File: src/hw/rtl/twis_ram.sv
// Generic single-write, single-read synchronous RAM with registered read data.
module twis_ram #(
    parameter int WIDTH = 8,
    parameter int DEPTH = 256
) (
    input  logic                     aclk,
    input  logic                     we,
    input  logic [$clog2(DEPTH)-1:0] waddr,
    input  logic [WIDTH-1:0]         wdata,
    input  logic [$clog2(DEPTH)-1:0] raddr,
    output logic [WIDTH-1:0]         rdata
);

    logic [WIDTH-1:0] mem [DEPTH];

    always_ff @(posedge aclk) begin
        if (we) begin
            mem[waddr] <= wdata;
        end
        rdata <= mem[raddr];
    end

endmodule
File: config.mk
export PLATFORM = sky130hd
export DESIGN_NAME = twis_ram
export DESIGN_NICKNAME = d
export VERILOG_FILES = /design/src/hw/rtl/twis_ram.sv
export SDC_FILE = /design/constraint.sdc
export NUM_CORES = 2
export LEC_CHECK = 0
export BUFFER_PORTS_ARGS = -buffer_cell sky130_fd_sc_hd__buf_2
export CORE_MARGIN = 2
export CORE_UTILIZATION = 30
export CTS_CLUSTER_DIAMETER = 80
export DETAILED_ROUTE_END_ITERATION = 10
export GPL_ROUTABILITY_DRIVEN = 0
export HOLD_SLACK_MARGIN = 0.15
export REMOVE_ABC_BUFFERS = 1
export SLEW_MARGIN = 20
export SYNTH_ARGS = -nofsm -noshare
export SYNTH_HDL_FRONTEND = slang
export SYNTH_SLANG_ARGS = --single-unit
File: constraint.sdc
create_clock -name aclk -period 2.4 [get_ports aclk]
set_input_delay 0.12 -clock aclk [delete_from_list [all_inputs] [get_ports aclk]]
set_output_delay 0.12 -clock aclk [all_outputs]
set_load 0.02 [all_outputs]
==> results.cfg <==
[synthesis]
syn_inst = 3733
ys_seq_elements = 2056
synth_edf_count = 2048
async_reset_ff_share_pct = 0
synth.distinct_cells = 55
syn-cell-area_mm2 = 0.07956
ys.flop_type = edfxtp_1
yosys_warnings = 0
yosysSeqAreaShare_pct = 77.50
syn_area_per_cell_um2 = 21.31

[pwr]
seq_power_share_pct = 53.0
p_sw_share_pct = 21.62
clockPowerShare_pct = 41.4
power.internal_uw = 58630
p_leak_uw = 0.03032
p_sw_uw = 16170
combPwrFrac_pct = 5.6
power_uw = 74800
ir_drop_uv = 723.8
p_per_area_mw_per_mm2 = 783.3

[critical_path]
startpoint = mem[138][2]
path_common_cell = mux4_2
cp_slowest_cell = nor3_2
r2r_start = mem[138][2]
worstReg2RegEnd = rdata[2]
path_buf_inv = 0
arrival_ns = 3.09
end_kind = flop
path_cells = mux4_2, mux4_2, nor2_1, a2111oi_0, nor3_2, nor4_2
slowest_delay_ns = 0.54
start_kind = flop
crit_family = multiplexers
r2r_slack_ns = 0.005
rr_worst_depth = 6
worstPathRequired_ns = 3.10
crit_type = flop to flop
crit_fanout = 1

[clock_network]
clockBufferDepth = 3
clkTransAtPathRegs_ns = 0.06
numCtsBuffers = 204
cts_max_level = 4
clkSinkCount = 2056
cts_setup_buffers = 0
insertion_delay_ns = 0.84
tritoncts = built
cts_root_buf = clkbuf_16

[die]
rows = 189
io_pins = 34
fp.coreArea_mm2 = 0.2644
die_y_um = 519.0
die_w_um = 519.0
start_util_pct = 30.09
dieArea_mm2 = 0.2693

[global_route]
track_usage_pct = 15.10
grt_first_pass_wirelength_um = 298800
grt_pass1_vias = 40960
grt_max_degree = 102
grt_overflow_total = 0
antenna_found_initial = 17

[drt]
routedWlPerCell_um = 25.50
vias_per_cell = 4.998
vias = 40500
dr.first_iter.drc_count = 4631
antenna_left = 0
drc = 0
wl_met2_um = 103200
wl_met3_um = 14360
drt-total-wl_um = 206600
highest_layer = met5
drt_first_pass_iters = 5
wl_met1_um = 84720

[placed_design]
dp_hpwl_um = 133800
dp_cells = 7706
portBuffers = 33

[min_path]
min_to = mem[62][6]
min_path_type = primary input to flop
hold_depth = 5
worstHoldStart = we

[sta]
max_freq_ghz = 0.4176
fin_setup_tns_ns = 0
slew_viol_final = 0
min_period_over_period_pct = 99.78
slew_headroom_pct = 37.95
fin_skew_ns = 0.03884
fin_crit_ns = 2.395
final_hold_viol_count = 0
worst_pin_slew_ns = 0.9308
setup_viol = 0
rsz0062_at_grt = no

[flow_run]
maxCapViolations = 0

[finish]
fin_nets = 4423
fin_util_pct = 36.12
final_layout_size_suffix_gt1_share_pct = 31.77
stdcell_count = 8104
area_delta_synth_final_pct = 20.03
n_fill_cell = 24340

[outcome]
outcome = finished clean
## state kept, by name, summed over array words and instances, names as in the netlist
signal and count:
mem 2048, rdata 8
## cell usage after synthesis, drive strengths merged, types with 2 or more instances
library cell  number  area (µm²)
edfxtp          2048       61500
mux4             456       10280
nor2             282        1059
mux2i            134        1341
a22oi            133       998.5
buf              122        1032
clkbuf           111       416.7
a21oi             96       480.5
o221ai            47       417.9
nand3             34       170.2
nand2             33       123.9
nor2b             31       193.9
o22ai             28       175.2
nor4              27       187.7
nor3              22       110.1
a211oi            16       120.1
a221oi            14       128.9
o21ai             12       60.06
nand4             10       62.56
o211ai            10       75.07
a22o               8       70.07
dfxtp              8       160.2
nand2b             8       50.05
and2               6       37.54
a2111oi            5       52.55
o22a               5       43.79
o32ai              5       51.30
or2                4       25.02
a311oi             2       17.52
a31oi              2       12.51
and3b              2       17.52
nand3b             2       15.01
## through the flow
| step | hold WS (ns) | instance area (µm²) | setup WS, ns |
|---|---|---|---|
| final | 0.2709 | 95490 | 0.005361 |
| after global routing | 0.2517 | 95490 | 0.005617 |
| after global placement | 0.5088 | 88600 | -0.9926 |
| after detailed placement | 0.5166 | 88610 | -1.016 |
| after floorplan | 0.2189 | 78110 | -0.1278 |
| after CTS | 0.2022 | 95400 | 0.005681 |
## power by group through the flow
stage / Combinational, µW / Clock, µW / Sequential, µW
floorplan: 1390 / 0 / 40400
CTS: 4230 / 31500 / 39600
global placement: 4120 / 0 / 40400
finish: 4200 / 31000 / 39600
detailed placement: 4160 / 0 / 40400
global route: 4420 / 32900 / 39600
## placed cells by master, fill, tap and decap left out, types with 10 or more instances in the layout
| master | count |
|---|---|
| buf_12 | 76 |
| clkbuf_16 | 205 |
| nand3_1 | 34 |
| buf_4 | 566 |
| a211oi_1 | 13 |
| o221ai_1 | 44 |
| buf_8 | 10 |
| mux4_2 | 454 |
| a221oi_1 | 11 |
| nor3_1 | 16 |
| nor2_1 | 278 |
| mux2i_1 | 134 |
| edfxtp_1 | 2048 |
| nor4_1 | 14 |
| buf_2 | 21 |
| nand4_1 | 10 |
| nor4_2 | 10 |
| clkinv_1 | 54 |
| o22ai_1 | 28 |
| o211ai_1 | 10 |
| a22oi_1 | 133 |
| bufinv_16 | 15 |
| nand2_1 | 33 |
| dlygate4sd3_1 | 18 |
| a21oi_1 | 96 |
| nor2b_1 | 28 |
| clkinv_2 | 39 |
| clkbuf_1 | 45 |
## metal layers
layer	vias to the layer above	global-route usage, %
li1	17060	-
met1	21630	20.39
met2	1570	25.17
met3	245	2.650
met4	4	3.924
met5	-	0
## tightest hold or removal path: stages
cell,delay [ns]
buf_2,0.11
buf_4,0.19
nand4_1,0.16
buf_12,0.23
nor2_1,0.10
## final cells by class
type / count / area (µm²) / area share [%]
antenna: 4 / 10.01 / 0.01048
multi-input combinational: 1442 / 16700 / 17.49
clock inverter: 124 / 1162 / 1.217
clock buffer: 252 / 5326 / 5.578
tap: 3533 / 4420 / 4.629
timing repair buffer: 691 / 6206 / 6.499
inverter: 2 / 7.507 / 0.007862
sequential: 2056 / 61660 / 64.57
## how the worst max path moves through the flow
stage,endpoint,slack (ns),cells after the start
after floorplan,rdata[6],-0.13,6
after global placement,rdata[7],-0.99,10
after detailed placement,rdata[0],-1.02,9
after CTS,rdata[0],0.006,5
after global routing,rdata[0],0.006,6
final,rdata[2],0.005,6
## timing repair
action,in CTS,in global routing
hold buffers,18,0
resized for setup,23,13
pin swaps,1,7
hold endpoints to repair,2284,0
endpoints found under the setup margin,8,6
## kinds of logic after synthesis
family | after synthesis | share of synthesized area (%)
mux | 591 | 14.62
flops | 2056 | 77.50
compound gates | 385 | 3.419
buf+inv | 235 | 1.831
simple gates | 466 | 2.628
No activity file was read; power rests on OpenSTA's default activity.
